## config.mk

```make
export PLATFORM = sky130hd
export DESIGN_NAME = sensor_pan_scan_sequencer_core
export DESIGN_NICKNAME = d
export VERILOG_FILES = /design/src/rtl/core/sps_pkg.sv /design/src/rtl/core/sps_csr.sv /design/src/rtl/core/sps_engine.sv /design/src/rtl/core/sensor_pan_scan_sequencer_core.sv
export VERILOG_INCLUDE_DIRS = /design/src /design/src/rtl/core
export SDC_FILE = /design/constraint.sdc
export NUM_CORES = 1
export LEC_CHECK = 0
export BUFFER_PORTS_ARGS = -buffer_cell sky130_fd_sc_hd__buf_2
export CAP_MARGIN = 20
export CORE_MARGIN = 4
export CORE_UTILIZATION = 60
export CTS_CLUSTER_SIZE = 16
export DETAILED_ROUTE_END_ITERATION = 10
export GPL_TIMING_DRIVEN = 0
export HOLD_SLACK_MARGIN = 0.03
export PLACE_DENSITY = 0.78
export SETUP_SLACK_MARGIN = 0.02
export SYNTH_ARGS = -nofsm -noshare
export SYNTH_HDL_FRONTEND = slang
export SYNTH_SLANG_ARGS = --single-unit
```

## constraint.sdc

```tcl
create_clock -name clock -period 7.5 [get_ports clock]
set_input_delay 0.75 -clock clock [delete_from_list [all_inputs] [get_ports clock]]
set_output_delay 0.75 -clock clock [all_outputs]
set_load 0.005 [all_outputs]
```

## src/rtl/core/assert_macros.svh

```systemverilog
// assertion macros used by the top level rtl file
`ifndef ASSERT_MACROS_SVH
`define ASSERT_MACROS_SVH

`ifndef SYNTHESIS

// property must hold on every rising clock edge outside reset
`define ASSERT_PROP(lbl, clk, rst, prop, msg) \
   lbl: assert property (@(posedge clk) disable iff (rst) (prop)) else $error(msg);

// condition must never be true outside reset
`define ASSERT_NEVER(lbl, clk, rst, cond, msg) \
   `ASSERT_PROP(lbl, clk, rst, !(cond), msg)

`else

`define ASSERT_PROP(lbl, clk, rst, prop, msg)
`define ASSERT_NEVER(lbl, clk, rst, cond, msg)

`endif

`endif

```

## src/rtl/core/sps_pkg.sv

```systemverilog
// types and constants of the pan scan sequencer
`default_nettype none

package sps_pkg;

   localparam logic [11:0] ANGLE_FULL  = 12'd2880;
   localparam logic [11:0] CENTER_INIT = 12'd1440;
   localparam logic [31:0] IR_HOLD_MS  = 32'd1000;

   localparam int unsigned CSR_IDX_W = 3;

   localparam logic [CSR_IDX_W-1:0] CSR_PAN_CENTER       = 3'd0;
   localparam logic [CSR_IDX_W-1:0] CSR_PAN_MIN          = 3'd1;
   localparam logic [CSR_IDX_W-1:0] CSR_PAN_MAX          = 3'd2;
   localparam logic [CSR_IDX_W-1:0] CSR_SWEEP_STEP       = 3'd3;
   localparam logic [CSR_IDX_W-1:0] CSR_SWEEP_PERIOD_MS  = 3'd4;
   localparam logic [CSR_IDX_W-1:0] CSR_GLANCE_STEP      = 3'd5;
   localparam logic [CSR_IDX_W-1:0] CSR_GLANCE_PERIOD_MS = 3'd6;
   localparam logic [CSR_IDX_W-1:0] CSR_GLANCE_HOLD_MS   = 3'd7;

   typedef enum logic [1:0] {
      PH_WAIT = 2'd0,
      PH_OUT  = 2'd1,
      PH_HOLD = 2'd2,
      PH_BACK = 2'd3
   } phase_type;

   typedef struct packed {
      logic [31:0]        now_ms;
      logic               ir_seen;
      logic               in_motion;
      logic [15:0]        glance_delay_ms;
      logic signed [11:0] glance_offset;
   } req_type;

   typedef struct packed {
      logic [11:0] pan_angle;
      logic        angle_written;
      logic [1:0]  glance_phase;
      logic        sweeping_down;
   } rsp_type;

   typedef struct packed {
      logic [11:0] pan_center;
      logic [11:0] pan_min;
      logic [11:0] pan_max;
      logic [9:0]  sweep_step;
      logic [15:0] sweep_period_ms;
      logic [9:0]  glance_step;
      logic [15:0] glance_period_ms;
      logic [15:0] glance_hold_ms;
   } cfg_type;

endpackage

`default_nettype wire

```

## src/rtl/core/sps_csr.sv

```systemverilog
// configuration register file
`default_nettype none

module sps_csr (
   input  wire logic                          clock,
   input  wire logic                          reset,
   input  wire logic                          csr_valid,
   output logic                               csr_ready,
   input  wire logic [sps_pkg::CSR_IDX_W-1:0] csr_index,
   input  wire logic [15:0]                   csr_data,
   output sps_pkg::cfg_type                   cfg
);
   import sps_pkg::*;

   cfg_type cfg_ff;
   cfg_type cfg_in;

   assign csr_ready = 1'b1;
   assign cfg       = cfg_ff;

   always_comb begin
      cfg_in = cfg_ff;
      if (csr_valid) begin
         case (csr_index)
            CSR_PAN_CENTER:       cfg_in.pan_center       = csr_data[11:0];
            CSR_PAN_MIN:          cfg_in.pan_min          = csr_data[11:0];
            CSR_PAN_MAX:          cfg_in.pan_max          = csr_data[11:0];
            CSR_SWEEP_STEP:       cfg_in.sweep_step       = csr_data[9:0];
            CSR_SWEEP_PERIOD_MS:  cfg_in.sweep_period_ms  = csr_data;
            CSR_GLANCE_STEP:      cfg_in.glance_step      = csr_data[9:0];
            CSR_GLANCE_PERIOD_MS: cfg_in.glance_period_ms = csr_data;
            CSR_GLANCE_HOLD_MS:   cfg_in.glance_hold_ms   = csr_data;
            default:              cfg_in                  = cfg_ff;
         endcase
      end
   end

   always_ff @(posedge clock) begin
      if (reset) begin
         cfg_ff.pan_center       <= CENTER_INIT;
         cfg_ff.pan_min          <= 12'd480;
         cfg_ff.pan_max          <= 12'd2400;
         cfg_ff.sweep_step       <= 10'd48;
         cfg_ff.sweep_period_ms  <= 16'd60;
         cfg_ff.glance_step      <= 10'd64;
         cfg_ff.glance_period_ms <= 16'd20;
         cfg_ff.glance_hold_ms   <= 16'd400;
      end else begin
         cfg_ff <= cfg_in;
      end
   end

endmodule

`default_nettype wire

```

## src/rtl/core/sps_engine.sv

```systemverilog
// sequencer state and the single-pass tick logic
`default_nettype none

module sps_engine (
   input  wire logic             clock,
   input  wire logic             reset,
   input  wire logic             fire,
   input  wire sps_pkg::req_type item,
   input  wire sps_pkg::cfg_type cfg,
   output sps_pkg::rsp_type      result
);
   import sps_pkg::*;

   logic [11:0] angle_ff, angle_in;
   logic        down_ff, down_in;
   logic [31:0] last_ff, last_in;
   logic [31:0] beacon_ff, beacon_in;
   phase_type   phase_ff, phase_in;
   logic [31:0] next_ff, next_in;
   logic [31:0] hold_ff, hold_in;
   logic [11:0] target_ff, target_in;
   logic        moved_ff, moved_in;

   logic        stop_edge;
   logic [11:0] angle_eff;
   logic [31:0] next_eff;
   logic [31:0] since_last;
   logic        glance_due;
   logic        sweep_due;

   // clamped glance target
   logic signed [13:0] tsum;
   logic [11:0]        tclamp;

   // shared approach toward target or centre
   logic [11:0]        goal;
   logic signed [12:0] delta;
   logic [12:0]        mag;
   logic               appr_done;
   logic [11:0]        appr_angle;

   // sweep step
   logic signed [13:0] sweep_sum;
   logic signed [13:0] sweep_inc;

   logic written;

   assign stop_edge  = !item.in_motion && moved_ff;
   assign angle_eff  = stop_edge ? cfg.pan_center : angle_ff;
   assign next_eff   = (next_ff == 32'd0) ? item.now_ms + {16'd0, item.glance_delay_ms}
                                          : next_ff;
   assign since_last = item.now_ms - last_ff;
   assign glance_due = !(since_last < {16'd0, cfg.glance_period_ms});
   assign sweep_due  = !(since_last < {16'd0, cfg.sweep_period_ms});

   assign tsum = $signed({2'b00, cfg.pan_center}) +
                 $signed({{2{item.glance_offset[11]}}, item.glance_offset});
   always_comb begin
      if (tsum[13]) begin
         tclamp = 12'd0;
      end else if (tsum > $signed({2'b00, ANGLE_FULL})) begin
         tclamp = ANGLE_FULL;
      end else begin
         tclamp = tsum[11:0];
      end
   end

   assign goal       = (phase_ff == PH_OUT) ? target_ff : cfg.pan_center;
   assign delta      = $signed({1'b0, goal}) - $signed({1'b0, angle_ff});
   assign mag        = delta[12] ? 13'(-delta) : 13'(delta);
   assign appr_done  = mag <= {3'b000, cfg.glance_step};
   always_comb begin
      if (appr_done) begin
         appr_angle = goal;
      end else if (delta[12]) begin
         appr_angle = angle_ff - {2'b00, cfg.glance_step};
      end else begin
         appr_angle = angle_ff + {2'b00, cfg.glance_step};
      end
   end

   assign sweep_inc = down_ff ? -$signed({4'b0000, cfg.sweep_step})
                              : $signed({4'b0000, cfg.sweep_step});
   assign sweep_sum = $signed({2'b00, angle_eff}) + sweep_inc;

   always_comb begin
      angle_in  = angle_ff;
      down_in   = down_ff;
      last_in   = last_ff;
      beacon_in = beacon_ff;
      phase_in  = phase_ff;
      next_in   = next_ff;
      hold_in   = hold_ff;
      target_in = target_ff;
      moved_in  = moved_ff;
      written   = 1'b0;
      if (item.ir_seen) begin
         beacon_in = item.now_ms + IR_HOLD_MS;
         written   = 1'b1;
      end else begin
         moved_in = item.in_motion;
         if (stop_edge) begin
            phase_in = PH_WAIT;
            next_in  = 32'd0;
            angle_in = cfg.pan_center;
            written  = 1'b1;
         end
         if (item.in_motion) begin
            next_in = next_eff;
            if (phase_ff == PH_WAIT) begin
               angle_in = cfg.pan_center;
               written  = 1'b1;
               if (item.now_ms >= next_eff) begin
                  target_in = tclamp;
                  phase_in  = PH_OUT;
                  last_in   = item.now_ms;
               end
            end else if (glance_due) begin
               last_in = item.now_ms;
               case (phase_ff)
                  PH_OUT: begin
                     angle_in = appr_angle;
                     written  = 1'b1;
                     if (appr_done) begin
                        phase_in = PH_HOLD;
                        hold_in  = item.now_ms + {16'd0, cfg.glance_hold_ms};
                     end
                  end
                  PH_HOLD: begin
                     if (item.now_ms >= hold_ff) begin
                        phase_in = PH_BACK;
                     end
                  end
                  PH_BACK: begin
                     angle_in = appr_angle;
                     written  = 1'b1;
                     if (appr_done) begin
                        phase_in = PH_WAIT;
                        next_in  = item.now_ms + {16'd0, item.glance_delay_ms};
                     end
                  end
                  default: begin
                     phase_in = phase_ff;
                  end
               endcase
            end
         end else if (item.now_ms < beacon_ff) begin
            written = 1'b1;
         end else if (sweep_due) begin
            last_in = item.now_ms;
            written = 1'b1;
            if (sweep_sum >= $signed({2'b00, cfg.pan_max})) begin
               angle_in = cfg.pan_max;
               down_in  = 1'b1;
            end else if (sweep_sum <= $signed({2'b00, cfg.pan_min})) begin
               angle_in = cfg.pan_min;
               down_in  = 1'b0;
            end else begin
               angle_in = sweep_sum[11:0];
            end
         end
      end
   end

   assign result.pan_angle     = angle_in;
   assign result.angle_written = written;
   assign result.glance_phase  = phase_in;
   assign result.sweeping_down = down_in;

   always_ff @(posedge clock) begin
      if (reset) begin
         angle_ff  <= CENTER_INIT;
         down_ff   <= 1'b0;
         last_ff   <= 32'd0;
         beacon_ff <= 32'd0;
         phase_ff  <= PH_WAIT;
         next_ff   <= 32'd0;
         hold_ff   <= 32'd0;
         target_ff <= CENTER_INIT;
         moved_ff  <= 1'b0;
      end else if (fire) begin
         angle_ff  <= angle_in;
         down_ff   <= down_in;
         last_ff   <= last_in;
         beacon_ff <= beacon_in;
         phase_ff  <= phase_in;
         next_ff   <= next_in;
         hold_ff   <= hold_in;
         target_ff <= target_in;
         moved_ff  <= moved_in;
      end
   end

endmodule

`default_nettype wire

```

## src/rtl/core/sensor_pan_scan_sequencer_core.sv

```systemverilog
// top level of the pan scan sequencer: input register, tick engine, result register
//
//   channel  direction  handshake             payload
//   req      in         req_valid/req_stall   sps_pkg::req_type  (one tick)
//   rsp      out        rsp_valid/rsp_stall   sps_pkg::rsp_type  (one result per tick)
//   csr      in         csr_valid/csr_ready   csr_index, csr_data (write only)
//
// one tick per clock sustained while rsp_stall is low; a tick is computed as it leaves
// the input register through the tick logic, and its result is held in the result register
// synchronous reset sets valid flags, settings and tick state at once, no clearing pass
// rsp_stall holds the result register; req_stall rises only when both stages are full
`default_nettype none
`include "assert_macros.svh"

module sensor_pan_scan_sequencer_core (
   input  wire logic                          clock,
   input  wire logic                          reset,
   input  wire logic                          req_valid,
   output logic                               req_stall,
   input  wire sps_pkg::req_type              req_data,
   output logic                               rsp_valid,
   input  wire logic                          rsp_stall,
   output sps_pkg::rsp_type                   rsp_data,
   input  wire logic                          csr_valid,
   output logic                               csr_ready,
   input  wire logic [sps_pkg::CSR_IDX_W-1:0] csr_index,
   input  wire logic [15:0]                   csr_data
);
   import sps_pkg::*;

   cfg_type cfg;

   logic    s1_valid_ff, s1_valid_in;
   req_type s1_ff;
   logic    out_valid_ff, out_valid_in;
   rsp_type out_ff;
   rsp_type tick_result;

   logic    accept;
   logic    advance;

   sps_csr u_csr (
      .clock     (clock),
      .reset     (reset),
      .csr_valid (csr_valid),
      .csr_ready (csr_ready),
      .csr_index (csr_index),
      .csr_data  (csr_data),
      .cfg       (cfg)
   );

   sps_engine u_engine (
      .clock  (clock),
      .reset  (reset),
      .fire   (advance),
      .item   (s1_ff),
      .cfg    (cfg),
      .result (tick_result)
   );

   // tick is processed as it moves into the result register
   assign advance   = s1_valid_ff && (!out_valid_ff || !rsp_stall);
   assign req_stall = s1_valid_ff && !advance;
   assign accept    = req_valid && !req_stall;

   assign s1_valid_in  = accept || (s1_valid_ff && !advance);
   assign out_valid_in = advance || (out_valid_ff && rsp_stall);

   assign rsp_valid = out_valid_ff;
   assign rsp_data  = out_ff;

   always_ff @(posedge clock) begin
      if (reset) begin
         s1_valid_ff  <= 1'b0;
         out_valid_ff <= 1'b0;
      end else begin
         s1_valid_ff  <= s1_valid_in;
         out_valid_ff <= out_valid_in;
      end
   end

   always_ff @(posedge clock) begin
      if (accept) begin
         s1_ff <= req_data;
      end
      if (advance) begin
         out_ff <= tick_result;
      end
   end

   `ASSERT_NEVER(a_stall_empty, clock, reset, req_stall && !s1_valid_ff, "stall with empty input stage")
   `ASSERT_PROP(a_advance_fills, clock, reset, advance |=> rsp_valid, "advanced tick not presented")
   `ASSERT_PROP(a_seen_writes, clock, reset, advance && s1_ff.ir_seen |=> rsp_data.angle_written, "beacon tick without servo write")

endmodule

`default_nettype wire

```

# Word level (Yosys, flattened, before mapping)
# Index checks and enable logic that the tools add are counted.
# op_classes
mux	53
reduce_logical	32
n_lt_le_gt_ge	9
n_eq_ne	14
add_sub_neg	11
bitwise	3
# ops
op	n
$mux W32	13
$mux W12	15
$add A32 B16 Y32	2
$ge A32 B32 Y1	2
$lt A32 B16 Y1	2
$add A32 B10 Y32 const B	1
$logic_not A32 Y1	1
$lt A32 B32 Y1	1
$sub A32 B32 Y32	1
$reduce_and A2 Y1	10
$mux W2	9
$add A13 B12 Y14	1
$add A13 B14 Y14	1
$ge A14 B13 Y1	1
$gt A14 B13 Y1 const B	1
$le A14 B13 Y1	1
$mux W14	1
$neg A10 Y14	1
$le A13 B10 Y1	1
$mux W1	13
$mux W13	1
$neg A13 Y13	1
$sub A12 B12 Y13	1
$add A12 B10 Y12	1
other kinds (21)	40
# word_totals
inputBits	86
regBits	340

# Depth between registers and ports, before layout
# Gate-level depths: netlist of the first run.
# depth
ltp_word	12
depth_mapped	31

# Hierarchy
# Synthesis of the first run repeated with hierarchy kept, for this count alone.
# hier_totals
hier_cells	2784
hier_area_um2	24593.6
# by_module_without_submodules
module	cells_each	area_each_um2	instances
sps_engine	2310	18014.8	1
sps_csr	386	4150.2	1
sensor_pan_scan_sequencer_core	88	2428.6	1

# Worst setup path after synthesis of the first run
# OpenSTA, ideal clock, no wires.
# synth_timing
path_type	register to register
from	register u_engine.phase_ff[0]
to	register u_engine.hold_ff[30]
period_less_slack_ns	5.807
arrival_ns	5.678
path_slack_ns	1.693
stages_incl_launch_ff	28
cell_sequence	dfxtp_1 clkbuf_1 nand2b_1 clkbuf_1 mux2i_1 ha_1 inv_1 fa_1 a211oi_1 o21a_1 o21bai_1 a21oi_1 a21o_1 clkbuf_1 o21ai_0 xnor2_1 ha_1 and4_1 a211oi_1 a31oi_1 nor3_1 a31o_2 clkbuf_1 o21ai_1 nor4_1 clkbuf_1 buf_1 a21oi_1
# synth_between
elab_chain_len	7
elab_cells_between_ends	9
cone_classes	add/sub: 2; order compare: 1; eq/ne: 1; mux: 2; bitwise: 1; reduce/logical: 2
# synth_rtl
item	line_no	text
from (decl)	sps_engine.sv:18	phase_type phase_ff, phase_in;
from (signal assigned)	sps_engine.sv:186	phase_ff <= phase_in;
$eq A2 B1 Y1	sps_engine.sv:68, sps_engine.sv:120	
$mux W12	sps_engine.sv:68	assign goal = (phase_ff == PH_OUT) ? target_ff : cfg.pan_center;
$sub A12 B12 Y13	sps_engine.sv:69	assign delta = $signed({1'b0, goal}) - $signed({1'b0, angle_ff});
$neg A13 Y13	sps_engine.sv:70	assign mag = delta[12] ? 13'(-delta) : 13'(delta);
$mux W13	sps_engine.sv:70	
$le A13 B10 Y1	sps_engine.sv:71	assign appr_done = mag <= {3'b000, cfg.glance_step};
$reduce_and A7 Y1 (no source line) (*)	--	
to (signal assigned)	sps_engine.sv:188	hold_ff <= hold_in;
to (decl)	sps_engine.sv:20	logic [31:0] hold_ff, hold_in;
# Mark *: on every way between the ends. The rest lies on a longest branch, timed or not.
# A chain may end at the register's enable or synchronous reset.

==> reports/qor.csv, run 1 <==
metric,value,unit
outcome,"complete, no violations",
drive_above_1_share,0.0810,
final_util,0.674,
critPathLaunch,s1_ff[28],
critPathCapture,rsp_data[15],
postRouteWirelength,72.0,mm
boundaryPins,105,
synth_area_leader_cell,dfxtp_1,
antenna_found_initial,0,
cell_internal_pwr,0.00382,W
final_net_count,3335,
number_of_vias_in_the_routed_layout,21800,
insertion_delay,570,ps
synthCells,2834,
routed_wire_length_per_instance,20.5,um
residual_antenna_violating_net_count_after_detailed_routing,0,
most_instantiated_flip_flop_cell_in_the_synthesis_netlist,dfxtp_1,
syn-mean-instance-area,8.36,um^2
p_seq_frac,0.350,
crit-reg2reg-launch,s1_ff[28],
full_die_area,42700,um^2
hold_violations,0,
grt_usage,0.334,
detailed_place_hpwl,55.5,mm
finalClockSkew,14.8,ps
path_clk_slew,70,ps
worst-path-buf-inv,5,
synth_warnings,0,
combPwrFrac,0.300,
final_max_slew_viol_count,0,
power_density,220,nW/um^2
p_sw,0.00195,W
overflow,0,
post-route-drc-count,0,
avgViaCountPerCell,6.18,
netSwitchingFraction,0.338,
drtPass1Iterations,6,
core_region_area,38800,um^2
cp-end-kind,register,
post_synthesis_cell_area,23700,um^2
crit_path_top_delay_cell,edfxtp_1,
port-buffer-count,90,
synth_common_cells,"321 x nand2_1, 275 x a21oi_1, 274 x ha_1",
crit_path_frequent_cell,clkbuf_1,
netlist_top_cells_area,"dfxtp_1 22%, ha_1 14%, edfxtp_1 9.9%",
finalCritPeriodShare,0.955,
die_w,207,um
crit_path_max_fanout,10,
crit_path_start_kind,register,
cp_data_required_time,7830,ps
placer_congestion_estimate,1.04,
grt_first_pass_wirelength,113,mm
first_global_vias,21400,
worst_r2r_path_depth,25,
die-height,207,um
net_count_synth,3201,
post-synth-top-count-cell,nand2_1,
cts_htree_levels,2,
initial_utilization,0.610,
dr.first_iter.drc_count,1804,
synth_seq_area_share,0.320,
synth_top_area_share,0.221,
power_leakage,10.1,nW
clk_path_buf_depth,3,
worstPathArrival,7500,ps
cts_tree,yes,
slowest_delay,460,ps
clock_sink_count,340,
unrepaired_setup_endpoints_after_global_routing,no,
clock_power_frac,0.350,
worst-path-stages,25,
crit_family,compound AO/OA/AOI/OAI gates,
report.power.total,0.00577,W
postSynth.asyncResetShare,0,
fill_cell_instance_count_of_the_final_layout,3225,
hold_buffers,0,
cts_inserted_buffers,41,
regToRegEndpoint,rsp_data[15],
diodes,0,
clock.fmax,0.140,GHz
hold_path.class,in -> reg,
grt_max_degree,39,
number_of_enable_flip_flop_cells_after_synthesis,78,
vdd_drop_max,267,uV
max_slew_headroom,0.202,
netlist-cell-type-count,82,
reg2reg_slack,340,ps
clockRootBuffer,clkbuf_16,
worstMarginPinSlew,1190,ps
area_delta_synth_final,10.5,%
core.rowCount,72,
ys_seq_elements,340,
drv.max_cap_violation_count,0,
finalCriticalPeriod,7160,ps
worstSetupPathType,reg -> reg,
finalSetupViolations,0,
-- metal layers --
layer | up-vias | GRT usage | routed length, um
met5 | - | 0 | 0
met4 | 0 | 0.193 | 4570
met3 | 244 | 0.0425 | 4010
met2 | 782 | 0.569 | 34000
met1 | 10300 | 0.409 | 29500
li1 | 10500 | - | -
-- cells by family after synthesis --
logic type,Yosys count,synth area share
compound gates,795,0.215
mux,80,0.0345
flops,340,0.320
other cells,1,0.000158
fa+ha+maj,281,0.151
xor+xnor,155,0.0573
buf+inv,330,0.0541
simple gates,852,0.168
-- power by group through the flow --
stage               registers (W)  clock network [W]  logic [W]
floorplan                 0.00203                  0    0.00123
global placement          0.00206                  0    0.00162
detailed placement        0.00206                  0    0.00169
CTS                       0.00202            0.00203    0.00170
global route              0.00203            0.00211    0.00192
finish                    0.00202            0.00202    0.00173
-- cell type report --
type                       instances  area (um^2)  share of cell area
buffer                           121          499              0.0191
clock buffer                      54         1150              0.0438
clock inverter                    20          201             0.00769
inverter                         208          781              0.0298
multi-input combinational       2164        14800               0.567
sequential                       340         7590               0.290
tap                              518          648              0.0248
timing repair buffer              92          474              0.0181
-- state kept, by name, indices dropped and copies added, names as in the netlist, 2 cells and up --
signal and count:
u_csr.cfg 104, s1_ff 62, u_engine.beacon_ff 32, u_engine.hold_ff 32
u_engine.last_ff 32, u_engine.next_ff 32, rsp_data 16, u_engine.angle_ff 12
u_engine.target_ff 12, u_engine.phase_ff 2
-- cells in the final DEF, fill, tap and decap left out, types with 42 or more instances in the layout --
cell / instances
inv_1: 205
nand2_1: 321
xnor2_1: 94
a21o_1: 66
nand3_1: 51
mux2i_1: 67
nor2_1: 204
a211oi_1: 50
xor2_1: 61
buf_2: 99
o21ai_0: 141
ha_1: 274
nor3_1: 51
clkbuf_1: 103
dfxtp_1: 262
a21oi_1: 275
clkbuf_16: 42
edfxtp_1: 78
-- through the flow --
| step | area (um^2) | hold WS (ps) | std cells | worst slack [ps] | TNS (ps) |
|---|---|---|---|---|---|
| detailed placement | 24800 | 440 | 3444 | -81.4 | -704 |
| floorplan | 23700 | 421 | 2834 | 1690 | 0 |
| global route | 26200 | 347 | 3517 | 75.0 | 0 |
| global placement | 24800 | 433 | 3442 | -0.0102 | -0.0102 |
| CTS | 26200 | 333 | 3518 | 42.1 | 0 |
| finish | 26200 | 350 | 3517 | 339 | 0 |
-- what timing repair did --
item | CTS | global route
setup buffers | 0 | 0
resized for setup | 1 | 3
endpoints found under the setup margin | 10 | 30
pin swaps | 0 | 0
-- worst register-to-register path, delay by kind of cell (launching register included) --
kind,cells,cell delay [ps]
flops,1,460
fa+ha+maj,3,910
buf+inv,5,1580
simple gates,5,640
compound gates,11,2960
xor+xnor,1,390
-- how the worst min path moves through the flow --
stage                           startpoint  cells after the start                endpoint
finish                        req_data[45]                      1               s1_ff[45]
global route                  req_data[56]                      1               s1_ff[56]
CTS                           req_data[58]                      1               s1_ff[58]
detailed placement   u_engine.target_ff[6]                      2   u_engine.target_ff[6]
global placement     u_engine.target_ff[9]                      2   u_engine.target_ff[9]
floorplan           u_engine.target_ff[11]                      2  u_engine.target_ff[11]
(Power assumes the default switching activity.)
==> run 2, diff against run 1 <==
- CTS_CLUSTER_DIAMETER: default -> 30
- MAX_ROUTING_LAYER: default -> met4
==> run 2 against run 1 <==
Net effect:
- via count rose by 1.9%
- first-iteration DRC count fell by 1.9%
- cell area rose by 5.4%
- clock power rose by 75%
- count of clock-buffer cells in the layout rose by 49
- global-route usage rose by 2.4 points
- flip-flop and latch count did not move
- routed wire length rose by 4.5%
- power rose by 27%
- worst setup slack improved by 110 ps
- cell count rose by 2.0%
- critical path type unchanged
==> reports/qor.csv, run 2 (synthesis gave the netlist of run 1 again) <==
metric,value,unit,change
clock_power_frac,0.485,,+0.135
cts_tree,yes,,
most_common_library_cell_in_the_layout_ignoring_fill_and_taps,nand2_1,,
cp-end-kind,register,,
full_die_area,42700,um^2,unchanged
power_leakage,10.8,nW,+6.7%
worstMarginPinSlew,1110,ps,-77.5 ps
hold_path.class,in -> reg,,
grt_first_pass_wirelength,117,mm,+3.3%
reg2reg_slack,450,ps,+110 ps
cts_htree_levels,3,,+1
post-route-drc-count,0,,unchanged
hold_violations,0,,unchanged
number_of_flip_flops_in_the_largest_register,104,,unchanged
worstPathArrival,7400,ps,-100 ps
finalClockSkew,26.4,ps,+11.6 ps
p_seq_frac,0.278,,-0.072
diodes,0,,unchanged
clock_sink_count,340,,unchanged
final_util,0.711,,+0.0366
drv.max_cap_violation_count,0,,unchanged
outcome,"complete, no violations",,
drtPass1Iterations,6,,unchanged
final_net_count,3372,,+1.1%
vdd_drop_max,207,uV,-23%
crit_path_start_kind,register,,
die_w,207,um,unchanged
number_of_vias_in_the_routed_layout,22200,,+1.9%
overflow,0,,unchanged
drive_above_1_share,0.102,,+0.0213
core_region_area,38800,um^2,unchanged
boundaryPins,105,,unchanged
path_clk_slew,50,ps,-20 ps
postRouteWirelength,75.3,mm,+4.5%
hold_buffers,0,,unchanged
routed_wire_length_per_instance,21.0,um,+2.5%
crit_path_max_fanout,10,,unchanged
grt_max_degree,39,,unchanged
cp_data_required_time,7850,ps,+20 ps
p_sw,0.00225,W,+15%
netSwitchingFraction,0.308,,-0.0305
placedInstanceArea,24800,um^2,unchanged
port-buffer-count,90,,unchanged
die-height,207,um,unchanged
initial_utilization,0.610,,unchanged
clk_path_buf_depth,3,,unchanged
finalSetupViolations,0,,unchanged
clock.fmax,0.142,GHz,+1.6%
combPwrFrac,0.238,,-0.062
preCtsSetupSlack,-138,ps,-57.0 ps
unrepaired_setup_endpoints_after_global_routing,no,,
cts_post_setup_buffers_inserted,0,,unchanged
insertion_delay,600,ps,+30 ps
residual_antenna_violating_net_count_after_detailed_routing,0,,unchanged
crit_path_frequent_cell,a21oi_1,,
cell_internal_pwr,0.00505,W,+32%
layout_setup_ws,454,ps,+115 ps
dr.first_iter.drc_count,1769,,-1.9%
finalCriticalPeriod,7050,ps,-115 ps
cts_inserted_buffers,79,,+93%
finalCritPeriodShare,0.940,,-0.0153
final_cell_area,27600,um^2,+5.4%
area_delta_synth_final,16.5,%,
max_slew_headroom,0.254,,+0.0520
core.rowCount,72,,unchanged
final_max_slew_viol_count,0,,unchanged
crit_path_top_delay_cell,fa_1,,
power_density,265,nW/um^2,+20%
grt_usage,0.358,,+0.0239
detailed_place_hpwl,56.6,mm,+2.0%
antenna_found_initial,0,,unchanged
slowest_delay,470,ps,about the same
placer_congestion_estimate,0.995,,-4.1%
first_global_vias,21900,,+2.4%
worstSetupPathType,reg -> reg,,
layout_common_cells,"321 x nand2_1, 275 x a21oi_1, 274 x ha_1",,
clockRootBuffer,clkbuf_16,,
avgViaCountPerCell,6.18,,about the same
## run 2: critical path: cells and delay by family (launching register included)
family	cells	cell delay, ps
XOR/XNOR	1	100
AND/OR/NAND/NOR	3	510
flip-flops	1	300
buffers and inverters	4	960
multiplexers	1	430
AO/OA/AOI/OAI	16	3350
adder cells (fa/ha/maj)	3	1150
## run 2: power groups by stage
stage	sequential, W	combinational [W]	clock, W
global route	0.00203	0.00192	0.00365
floorplan	0.00203	0.00123	0
CTS	0.00202	0.00171	0.00355
finish	0.00203	0.00174	0.00354
detailed placement	0.00206	0.00169	0
global placement	0.00206	0.00163	0
## run 2: worst paths after layout
check,end,cells past startpoint,startpoint
worst max-delay path,rsp_data[14],28,u_engine.phase_ff[0]
worst min-delay path,s1_ff[32],1,req_data[32]
worst max register to register,rsp_data[14],28,u_engine.phase_ff[0]
worst min register to register,u_csr.cfg[30],2,u_csr.cfg[30]
## run 2: layout make-up
type | count | area (um^2)
Multi-Input combinational cell | 2164 | 14900
Buffer | 120 | 495
Tap cell | 518 | 648
Sequential cell | 340 | 7590
Timing Repair Buffer | 92 | 474
Clock buffer | 103 | 2280
Fill cell | 3056 | 11200
Clock inverter | 43 | 487
Inverter | 208 | 781
## run 2: metrics by stage
stage	TNS (ps)	instances	hold slack, ps	total power, W
2_1_floorplan	0	2834	421	0.00326
3_3_place_gp	-450	3442	435	0.00369
3_5_place_dp	-1290	3444	445	0.00375
4_1_cts	0	3590	302	0.00729
5_1_grt	0	3588	308	0.00761
6_report	0	3588	321	0.00730
## run 2: metal layers
layer,share of wire,global-route usage
met5,0,-
met4,0.054,0.183
met3,0.060,0.0487
met2,0.49,0.607
met1,0.40,0.417
## run 2: what timing repair did
| item | 4_1_cts | 5_1_grt |
|---|---|---|
| endpoints found under the setup margin | 10 | 73 |
| endpoints found under the hold margin | 0 | 0 |
| resized for setup | 2 | 4 |
